==> config.mk <==
export PLATFORM = sky130hd
export DESIGN_NAME = ugbt_ctrl
export DESIGN_NICKNAME = d
export VERILOG_FILES = /design/src/design/ugbt_pkg.sv /design/src/design/ugbt_ctrl.sv
export SDC_FILE = /design/constraint.sdc
export NUM_CORES = 1
export LEC_CHECK = 0
export CORE_AREA = 2 2 39 41
export CTS_BUF_LIST = sky130_fd_sc_hd__clkbuf_4
export DETAILED_ROUTE_END_ITERATION = 6
export DIE_AREA = 0 0 41 43
export DONT_BUFFER_PORTS = 1
export MAX_ROUTING_LAYER = met4
export PLACE_DENSITY_LB_ADDON = 0.15
export SLEW_MARGIN = 20
export SYNTH_ARGS = -nofsm -noshare
export SYNTH_HDL_FRONTEND = slang
export SYNTH_SLANG_ARGS = --single-unit
==> constraint.sdc <==
create_clock -name clk -period 0.9 [get_ports clk]
set_input_delay 0.045 -clock clk [delete_from_list [all_inputs] [get_ports clk]]
set_output_delay 0.045 -clock clk [all_outputs]
set_load 0.02 [all_outputs]
==> src/design/ugbt_pkg.sv <==
package ugbt_pkg;

	localparam int MaxCells = 256;
	localparam int MaxObjects = 256;
	localparam int SlotsPerCell = 32;
	localparam int CellW = 8;
	localparam int SlotW = 5;
	localparam int FillW = 6;
	localparam int IdW = 8;
	localparam int MemAw = CellW + SlotW;

	localparam logic [1:0] FUNC_ADD_POS = 2'd0;
	localparam logic [1:0] FUNC_ADD_CELL = 2'd1;
	localparam logic [1:0] FUNC_REMOVE = 2'd2;

	localparam logic [1:0] ST_OK = 2'd0;
	localparam logic [1:0] ST_FULL = 2'd1;
	localparam logic [1:0] ST_ABSENT = 2'd2;

	localparam logic [1:0] REG_CELL_SIZE = 2'd0;
	localparam logic [1:0] REG_COLUMNS = 2'd1;
	localparam logic [1:0] REG_ROWS = 2'd2;

	typedef enum logic [3:0] {
		S_IDLE,
		S_DIV,
		S_CELL,
		S_LOOKUP,
		S_ADD,
		S_REM_RD,
		S_REM_WR,
		S_DONE
	} state_t;

	// controller to datapath
	typedef struct packed {
		logic load;
		logic div_step;
		logic cell_calc;
		logic lookup;
		logic add_commit;
		logic rem_read;
		logic rem_commit;
		logic emit;
	} cmd_t;

	// datapath to controller
	typedef struct packed {
		logic div_done;
		logic is_add_pos;
		logic is_add_cell;
		logic is_remove;
	} stat_t;

endpackage

==> src/design/ugbt_ctrl.sv <==
module ugbt_ctrl (
	input  logic clk,
	input  logic arst_n,
	input  logic start,
	input  ugbt_pkg::stat_t stat,
	output ugbt_pkg::cmd_t cmd,
	output logic busy
);
	import ugbt_pkg::*;

	state_t state_q, state_d;

	always_ff @(posedge clk or negedge arst_n) begin
		if (!arst_n) begin
			state_q <= S_IDLE;
		end else begin
			state_q <= state_d;
		end
	end

	always_comb begin
		state_d = state_q;
		case (state_q)
			S_IDLE: begin
				if (start) state_d = S_DIV;
			end
			S_DIV: begin
				if (!stat.is_add_pos) state_d = S_LOOKUP;
				else if (stat.div_done) state_d = S_CELL;
			end
			S_CELL: state_d = S_LOOKUP;
			S_LOOKUP: begin
				if (stat.is_remove) state_d = S_REM_RD;
				else if (stat.is_add_pos || stat.is_add_cell) state_d = S_ADD;
				else state_d = S_DONE;
			end
			S_ADD: state_d = S_DONE;
			S_REM_RD: state_d = S_REM_WR;
			S_REM_WR: state_d = S_DONE;
			S_DONE: state_d = S_IDLE;
			default: state_d = S_IDLE;
		endcase
	end

	always_comb begin
		cmd = '0;
		busy = (state_q != S_IDLE);
		case (state_q)
			S_IDLE: cmd.load = start;
			S_DIV: cmd.div_step = 1'b1;
			S_CELL: cmd.cell_calc = 1'b1;
			S_LOOKUP: cmd.lookup = 1'b1;
			S_ADD: cmd.add_commit = 1'b1;
			S_REM_RD: cmd.rem_read = 1'b1;
			S_REM_WR: cmd.rem_commit = 1'b1;
			S_DONE: cmd.emit = 1'b1;
			default: cmd = '0;
		endcase
	end

endmodule

==> results of run 1 <==
[cell usage after synthesis]
| library cell | n | area share [%] |
|---|---|---|
| sky130_fd_sc_hd__a211oi_1 | 1 | 3.0 |
| sky130_fd_sc_hd__a2bb2oi_1 | 1 | 3.5 |
| sky130_fd_sc_hd__a31oi_1 | 2 | 5.0 |
| sky130_fd_sc_hd__and3_1 | 1 | 2.5 |
| sky130_fd_sc_hd__and3b_1 | 2 | 7.1 |
| sky130_fd_sc_hd__buf_2 | 1 | 2.0 |
| sky130_fd_sc_hd__buf_4 | 1 | 3.0 |
| sky130_fd_sc_hd__buf_6 | 1 | 4.5 |
| sky130_fd_sc_hd__dfrtp_1 | 3 | 30 |
| sky130_fd_sc_hd__inv_1 | 1 | 1.5 |
| sky130_fd_sc_hd__nand2_1 | 2 | 3.0 |
| sky130_fd_sc_hd__nand2b_1 | 2 | 5.0 |
| sky130_fd_sc_hd__nor2_1 | 3 | 4.5 |
| sky130_fd_sc_hd__nor2_2 | 1 | 2.5 |
| sky130_fd_sc_hd__nor3_1 | 1 | 2.0 |
| sky130_fd_sc_hd__nor3b_1 | 3 | 9.1 |
| sky130_fd_sc_hd__o21bai_1 | 1 | 3.0 |
| sky130_fd_sc_hd__or3_4 | 1 | 4.5 |
| sky130_fd_sc_hd__xnor2_1 | 1 | 3.5 |
[final timing paths]
kind | cells after the start | startpoint | end | slack, ps
setup / recovery | 2 | state_q[0] | cmd[7] | -310
hold / removal | 3 | stat[0] | state_q[1] | 10
setup reg to reg | 4 | state_q[2] | state_q[0] | -130
hold reg to reg | 2 | state_q[2] | state_q[2] | 660
max in group asynchronous | 1 | arst_n | state_q[1] | 690
min in group asynchronous | 1 | arst_n | state_q[2] | 70
[power by group]
| group | leakage [nW] | total [mW] | internal, mW | switching (mW) |
|---|---|---|---|---|
| clock network | 0.0184 | 0.265 | 0.196 | 0.0684 |
| registers | 0.0340 | 0.264 | 0.209 | 0.0547 |
| logic | 0.112 | 1.13 | 0.510 | 0.620 |
| total | 0.165 | 1.66 | 0.915 | 0.743 |
[layout make-up]
cell class / count / area, um^2
clock buffer: 4 / 30.0
sequential: 3 / 75.1
timing repair buffer: 8 / 70.1
tap: 16 / 20.0
inverter: 1 / 3.75
multi-input combinational: 22 / 198
fill: 158 / 987
[per-layer routing]
layer	wire length (um)	vias to the layer above
met1	274	111
met4	0	0
met2	330	10
met5	0	-
li1	-	120
met3	52	0
[repair_timing]
item | in CTS | in global routing
endpoints found under the setup margin | 12 | 12
endpoints found under the hold margin | 3 | 0
pin swaps | 1 | 0
buffers inserted | 1 | 0
hold buffers | 1 | 0
resized for setup | 7 | 0
[kinds of logic (layout without fill, tap and decap cells)]
logic type      after synthesis  count (layout)  synth area share [%]
buf+inv                       4              13                  11.1
xor+xnor                      1               1                  3.54
simple gates                 16              16                  40.4
compound gates                5               5                  14.6
flops                         3               3                  30.3
[cells in the final DEF (no fill, tap or decap)]
cell                            instances
sky130_fd_sc_hd__nor3b_4                2
sky130_fd_sc_hd__a2bb2oi_1              1
sky130_fd_sc_hd__nor2_4                 2
sky130_fd_sc_hd__dfrtp_1                3
sky130_fd_sc_hd__and3b_2                2
sky130_fd_sc_hd__buf_4                  5
sky130_fd_sc_hd__o21bai_1               1
sky130_fd_sc_hd__nand2_1                2
sky130_fd_sc_hd__dlygate4sd3_1          1
sky130_fd_sc_hd__a211oi_2               1
sky130_fd_sc_hd__nand2b_1               2
sky130_fd_sc_hd__clkbuf_4               4
sky130_fd_sc_hd__xnor2_1                1
sky130_fd_sc_hd__nor3b_2                1
sky130_fd_sc_hd__a31oi_1                2
sky130_fd_sc_hd__inv_1                  1
sky130_fd_sc_hd__or3_4                  1
sky130_fd_sc_hd__and3_4                 1
sky130_fd_sc_hd__nor3_1                 1
sky130_fd_sc_hd__buf_6                  2
sky130_fd_sc_hd__nor2_1                 2
[worst reg2reg max path, delay by kind of cell (launching register included)]
kind | cells | cell delay, ps
flip-flops | 1 | 400
AND/OR/NAND/NOR | 1 | 170
AO/OA/AOI/OAI | 2 | 190
buffers and inverters | 1 | 150
==> metrics.txt, run 1 <==
total routing usage reported by global routing 10.1%; Final Max Slew Viols 0; kind of start point of the critical path register; buffer levels on the longest clock path 2; Netlist cell types 19; largest net degree at the start of global routing 12; drc violations 0; Root Driver sky130_fd_sc_hd__clkbuf_4; Max Cap Violations 0; Clock Pin Slew Worst Setup and Hold Paths 40 ps; Post-Layout Inst Area 397 um^2; highest attainable clock frequency 0.828 GHz; top register by number of flip-flops state_q; worst-margin pin slew 288 ps; number of ports placed on the die boundary 16; critical path peak fanout 3; TritonCTS clock tree yes; vias per cell 4.46; area growth from synthesis to layout 60.1%; endpoint kind of the worst setup timing path primary output; die extent in y 43 um; dominant delay contributor by cell family on the critical path simple AND/OR/NAND/NOR gates; width of the die 41 um; count of buffers from port buffering 0; setup repair after global routing missed its margin yes; Placed Cells incl. Taps 48; detailed-route wire length per cell 12.2 um; Critical Path AT 1160 ps; number of antenna violations at the first check in global routing 0; via count of the first global-routing pass 250; Largest regs state_q x3; final net count 46; worst hold-check path type in2reg; violation count after the first detailed-routing iteration 0; flip-flop and latch count after synthesis 3; Most Used Layer, Global Route met2; wire length of the first global-routing pass 1140 um; flip-flop count of the largest register, all copies and words added 3; run status finished, violations left; ratio of final minimum period to clock period 134%; met3 layer usage reported by global route 1.57%; overall overflow remaining after global route 0; average footprint of a synthesized cell 8.54 um^2; half-perimeter wire length of the detailed placement result 477 um; WS Path Type reg2out; share of synthesized area occupied by flip-flops and latches 30.3%; placeable core area 1380 um^2; Final Core Density 28.7%; via count 241; failing checks setup timing; Synthesized Nets 36; pwr/cell area 4180 nW/um^2; GRT met2 Usage 12.8%; Worst path slowest cell sky130_fd_sc_hd__or3_4; final cell count without fillers 54; setup skew after layout 1.82 ps; final estimated routing congestion in global placement 0.637; CTS H-tree lvls 1; post-layout minimum cycle time 1210 ps; pre-CTS setup slack -92.1 ps; number of iterations in the first detailed-routing pass 1; number of CTS-inserted buffers 3; placed instance area 329 um^2; fraction of final layout cells with drive strength greater than 1 55.3%; Setup Viol. Count Final 12; Post-DRT Antenna Nets 0; hold_ws 13.2 ps; die outline area 1760 um^2; number of rows in the core area 14; Relative slew margins 80.8%; total inserted antenna cells 0; total power 1.66 mW; buffering stage count on the worst path with inverters included 0; clk_lat worst skew 230 ps; yosys synthesis warning count 0; final setup slack of the worst path -308 ps; leakage power total 0.165 nW; sum of negative setup slack -2500 ps; data required time at the worst endpoint 850 ps; Netlist Area Pre-Place 248 um^2; clk sinks 3; CP Cell Sequence or3_4 > nor2_4; global routing met1 resource utilization 12.6%; cells after synthesis 29; Starting Density 17.9%; CP peak stage delay 390 ps; number of endpoints with negative hold slack in the final report 0; largest voltage drop on the vdd net 1140 uV; aggregate routed wire length 657 um
No activity file was read; power rests on OpenSTA's default activity.
==> run 2: changes to the inputs <==
Settings changed: CAP_MARGIN set to 20, CTS_CLUSTER_SIZE set to 10, SETUP_SLACK_MARGIN set to 0.3.
==> run 2 against run 1 <==
The flow still finishes with violations (setup timing). Critical path depth unchanged. Cell count rose by 17%. Via count increased by 18%. Clock skew barely moved. Routed wire length is 19% higher. Critical path type unchanged. Largest power group unchanged.
==> metrics.txt, run 2 (same netlist as run 1, synthesis figures left out) <==
number of iterations in the first detailed-routing pass 2; wire length of the first global-routing pass 1310 um; setup skew after layout 1.46 ps; final net count 55; critical path peak fanout 5; most used cells in the layout excluding fill and tap cells sky130_fd_sc_hd__buf_4 (8), sky130_fd_sc_hd__buf_6 (7), sky130_fd_sc_hd__clkbuf_4 (4); vias per cell 4.52; Worst path slowest cell sky130_fd_sc_hd__dfrtp_2; placed instance area 374 um^2; total routing usage reported by global routing 11.8%; overall overflow remaining after global route 0; final estimated routing congestion in global placement 0.596; run status finished, violations left; Clock Pin Slew Worst Setup and Hold Paths 40 ps; count of buffers from port buffering 0; detailed-route wire length per cell 12.4 um; hold_ws 8.35 ps; number of ports placed on the die boundary 16; clk sinks 3; number of endpoints with negative hold slack in the final report 0; top register by number of flip-flops state_q; final setup slack of the worst path -347 ps; placeable core area 1380 um^2; final cell count without fillers 63; endpoint kind of the worst setup timing path primary output; Root Driver sky130_fd_sc_hd__clkbuf_4; leakage power total 0.223 nW; setup repair after global routing missed its margin yes; CP Cell Sequence or3_4 > nor2_4; half-perimeter wire length of the detailed placement result 553 um; total power 2.21 mW; net switching power of the design 0.894 mW; CTS H-tree lvls 1; largest voltage drop on the vdd net 1440 uV; drc violations 0; total inserted antenna cells 0; number of rows in the core area 14; sum of negative setup slack -3200 ps; Relative slew margins 81.1%; fraction of final layout cells with drive strength greater than 1 74.5%; die extent in y 43 um; Max Cap Violations 0; CP peak stage delay 430 ps; pwr/cell area 4310 nW/um^2; filler cell count in the final layout 146; worst-margin pin slew 283 ps; data required time at the worst endpoint 850 ps; number of antenna violations at the first check in global routing 0; largest net degree at the start of global routing 8; ratio of final minimum period to clock period 139%; TritonCTS clock tree yes; Starting Density 17.9%; power share of the sequential group 13.4%; number of CTS-inserted buffers 3; Setup Viol. Count Final 12; violation count after the first detailed-routing iteration 1; worst hold-check path type in2reg; post-layout minimum cycle time 1250 ps; Largest regs state_q x3; failing checks setup timing; die outline area 1760 um^2; most frequent standard cell in the layout excluding fill and tap cells sky130_fd_sc_hd__buf_4; via count 285; WS Path Type reg2out; internal portion of total power 1.32 mW; Final Max Slew Viols 0; power share of the clock group 11.9%; Post-Layout Inst Area 513 um^2; buffer levels on the longest clock path 2; Critical Path AT 1200 ps; clk_lat worst skew 230 ps; Post-DRT Antenna Nets 0; width of the die 41 um; flip-flop count of the largest register, all copies and words added 3; Placed Cells incl. Taps 53; area growth from synthesis to layout 107%; highest attainable clock frequency 0.802 GHz; via count of the first global-routing pass 305; part of the total power dissipated in combinational logic 74.7%; aggregate routed wire length 779 um; kind of start point of the critical path register; switching portion of total power 40.4%
==> run 2: area by class of cell <==
| cell class | instances | area [um^2] | area share, % |
|---|---|---|---|
| Clock buffer | 4 | 30.0 | 5.85 |
| Inverter | 1 | 3.75 | 0.732 |
| Multi-Input combinational cell | 22 | 219 | 42.7 |
| Sequential cell | 3 | 76.3 | 14.9 |
| Tap cell | 16 | 20.0 | 3.90 |
| Timing Repair Buffer | 17 | 164 | 32.0 |
==> run 2: worst max-delay path: cells and delay by family, from the launching register on <==
kind,cells,cell delay [ps]
DFF,1,430
and+or+nand+nor,2,550
==> run 2: power by group through the flow <==
stage          registers, mW  logic, mW  clock network [mW]
6_report               0.296       1.65               0.262
5_1_grt                0.308       1.76               0.293
4_1_cts                0.286       1.54               0.273
3_5_place_dp           0.309       1.19                   0
3_3_place_gp           0.300       1.18                   0
2_1_floorplan          0.263      0.875                   0
==> run 2: layer usage <==
layer  GRT usage, %  wire length, um  up-vias
met5              -                0        -
met4           8.00                0        0
met2           16.9              407       19
li1               -                -      136
met3           4.71               78        0
met1           12.7              293      130
==> run 2: per-stage QoR <==
step                util [%]  worst slack (ps)
detailed placement      27.0              -146
floorplan                  -              -103
global placement        27.0              -112
finish                  37.1              -347
CTS                     34.9              -361
global route            37.1              -399
==> run 2: path summary, 6_finish.rpt <==
| kind | from | end | slack, ps | depth (start not counted) |
|---|---|---|---|---|
| setup reg to reg | state_q[2] | state_q[0] | -200 | 5 |
| max in group asynchronous | arst_n | state_q[0] | 680 | 1 |
| hold / removal | stat[0] | state_q[1] | 8 | 3 |
| min in group asynchronous | arst_n | state_q[1] | 60 | 1 |
| hold reg to reg | state_q[0] | state_q[0] | 660 | 2 |
| setup / recovery | state_q[0] | cmd[7] | -350 | 2 |
==> run 2: repair_timing <==
action | 4_1_cts | 5_1_grt
endpoints found under the hold margin | 3 | 0
buffers inserted | 4 | 1
endpoints found under the setup margin | 12 | 12
pin swaps | 7 | 3
resized for setup | 9 | 6
cloned | 0 | 0
hold buffers | 1 | 0
==> run 3: changes to the inputs <==
Settings changed: PLACE_DENSITY set to 0.35, PLACE_DENSITY_LB_ADDON 0.15 to not set.
==> run 3 against run 2 <==
The flow still finishes with violations (setup timing). Register-to-register slack better by 120 ps. First-iteration DRC count grew to 3.0 times the previous value. Cell count is 13% lower. Die area stayed put. Utilization is 7.2 points lower. Combinational power is 29% lower. Non-clock buffer count is 8 lower. Largest cell class unchanged. Highest routed layer is now met4.
==> metrics.txt, run 3 (same netlist as run 1, synthesis figures left out) <==
die extent in y 43 um; worst hold-check path type in2reg; setup repair after global routing missed its margin yes; TritonCTS clock tree yes; Crit Reg-Reg Startpoint state_q[2]; number of iterations in the first detailed-routing pass 4; width of the die 41 um; post-layout minimum cycle time 1240 ps; top register by number of flip-flops state_q; Starting Density 17.9%; fraction of final layout cells with drive strength greater than 1 59.0%; setup skew after layout 0.617 ps; filler cell count in the final layout 160; critical path peak fanout 6; wire length of the first global-routing pass 1080 um; total inserted antenna cells 0; largest net degree at the start of global routing 12; Max Cap Violations 0; detailed-route wire length per cell 11.9 um; vias per cell 4.49; ratio of final minimum period to clock period 137%; kind of start point of the critical path register; Setup Viol. Count Final 12; violation count after the first detailed-routing iteration 3; largest voltage drop on the vdd net 1210 uV; final estimated routing congestion in global placement 0.623; buffer levels on the longest clock path 2; most used cells in the layout excluding fill and tap cells sky130_fd_sc_hd__clkbuf_4 (4), sky130_fd_sc_hd__buf_6 (4), sky130_fd_sc_hd__buf_4 (4); die outline area 1760 um^2; overall overflow remaining after global route 0; count of buffers from port buffering 0; total power 1.74 mW; pwr/cell area 4220 nW/um^2; worst-margin pin slew 293 ps; Root Driver sky130_fd_sc_hd__clkbuf_4; clk sinks 3; failing checks setup timing; area growth from synthesis to layout 66.7%; number of endpoints with negative hold slack in the final report 0; number of rows in the core area 14; data required time at the worst endpoint 850 ps; aggregate routed wire length 657 um; via count 247; Final Max Slew Viols 0; placeable core area 1380 um^2; number of CTS-inserted buffers 3; Post-DRT Antenna Nets 0; clk_lat worst skew 240 ps; sum of negative setup slack -2480 ps; final setup slack of the worst path -335 ps; WS Path Type reg2out; Setup Buffers After CTS 0; leakage power total 0.171 nW; number of ports placed on the die boundary 16; total routing usage reported by global routing 9.70%; run status finished, violations left; endpoint kind of the worst setup timing path primary output; via count of the first global-routing pass 269; number of antenna violations at the first check in global routing 0; Largest regs state_q x3; Clock Pin Slew Worst Setup and Hold Paths 40 ps; CTS H-tree lvls 1; start point of the worst hold path stat[0]; Relative slew margins 80.5%; drc violations 0; half-perimeter wire length of the detailed placement result 481 um; pre-CTS setup slack -87.1 ps; flop-to-flop setup slack -80 ps; Critical Path Start state_q[2]; final net count 47; flip-flop count of the largest register, all copies and words added 3; highest attainable clock frequency 0.810 GHz; Critical Path AT 1190 ps
==> run 3: cell types whose count changed in the layout (fill, tap and decap cells not counted), sizes merged <==
cell and delta:
buf -8
==> run 3: per-layer routing <==
| metal | global-route usage (%) | up-vias | part of all wire (%) | routed length (um) |
|---|---|---|---|---|
| li1 | - | 119 | - | - |
| met3 | 2.09 | 2 | 8.8 | 58 |
| met1 | 9.74 | 115 | 33 | 218 |
| met2 | 14.1 | 11 | 54 | 358 |
| met4 | 10.0 | 0 | 3.2 | 21 |
| met5 | - | - | 0 | 0 |
==> run 3: path summary, 6_finish.rpt <==
check / end / depth (start not counted)
max: cmd[7] / 2
min reg2reg: state_q[1] / 2
min: state_q[1] / 3
max reg2reg: state_q[0] / 3
max in group asynchronous: state_q[2] / 1
min in group asynchronous: state_q[0] / 1
==> run 3: power by group <==
part	leakage [nW]	total [mW]	internal (mW)	switching, mW
Clock	0.0184	0.277	0.197	0.0805
Combinational	0.120	1.17	0.563	0.612
Sequential	0.0330	0.292	0.214	0.0779
Total	0.171	1.74	0.974	0.770
==> run 3: area by class of cell <==
| cell class | instances | area [um^2] | share of cell area (%) |
|---|---|---|---|
| timing repair buffer | 9 | 85.1 | 20.6 |
| clock buffer | 4 | 30.0 | 7.27 |
| inverter | 1 | 3.75 | 0.909 |
| sequential | 3 | 76.3 | 18.5 |
| multi-input combinational | 22 | 198 | 47.9 |
| tap | 16 | 20.0 | 4.85 |
==> run 3: worst max-delay path, cell delays in order, from the launching register on <==
cell	delay, ps
sky130_fd_sc_hd__dfrtp_2	430
sky130_fd_sc_hd__or3_4	360
sky130_fd_sc_hd__nor2_4	150
==> run 3: metrics by stage <==
step,instances,hold slack [ps],instance area [um^2],util (%)
floorplan,29,-251,295,-
global placement,50,-251,352,25.4
detailed placement,50,-251,352,25.4
CTS,55,10.6,409,29.6
global route,55,40.2,413,29.8
finish,55,11.2,413,29.8
==> run 3: timing repair <==
item,in CTS,in global routing
setup endpoints to repair,12,12
hold buffers,1,0
pin swaps,2,1
gates resized for setup,5,1
gates cloned,0,0
endpoints found under the hold margin,3,0
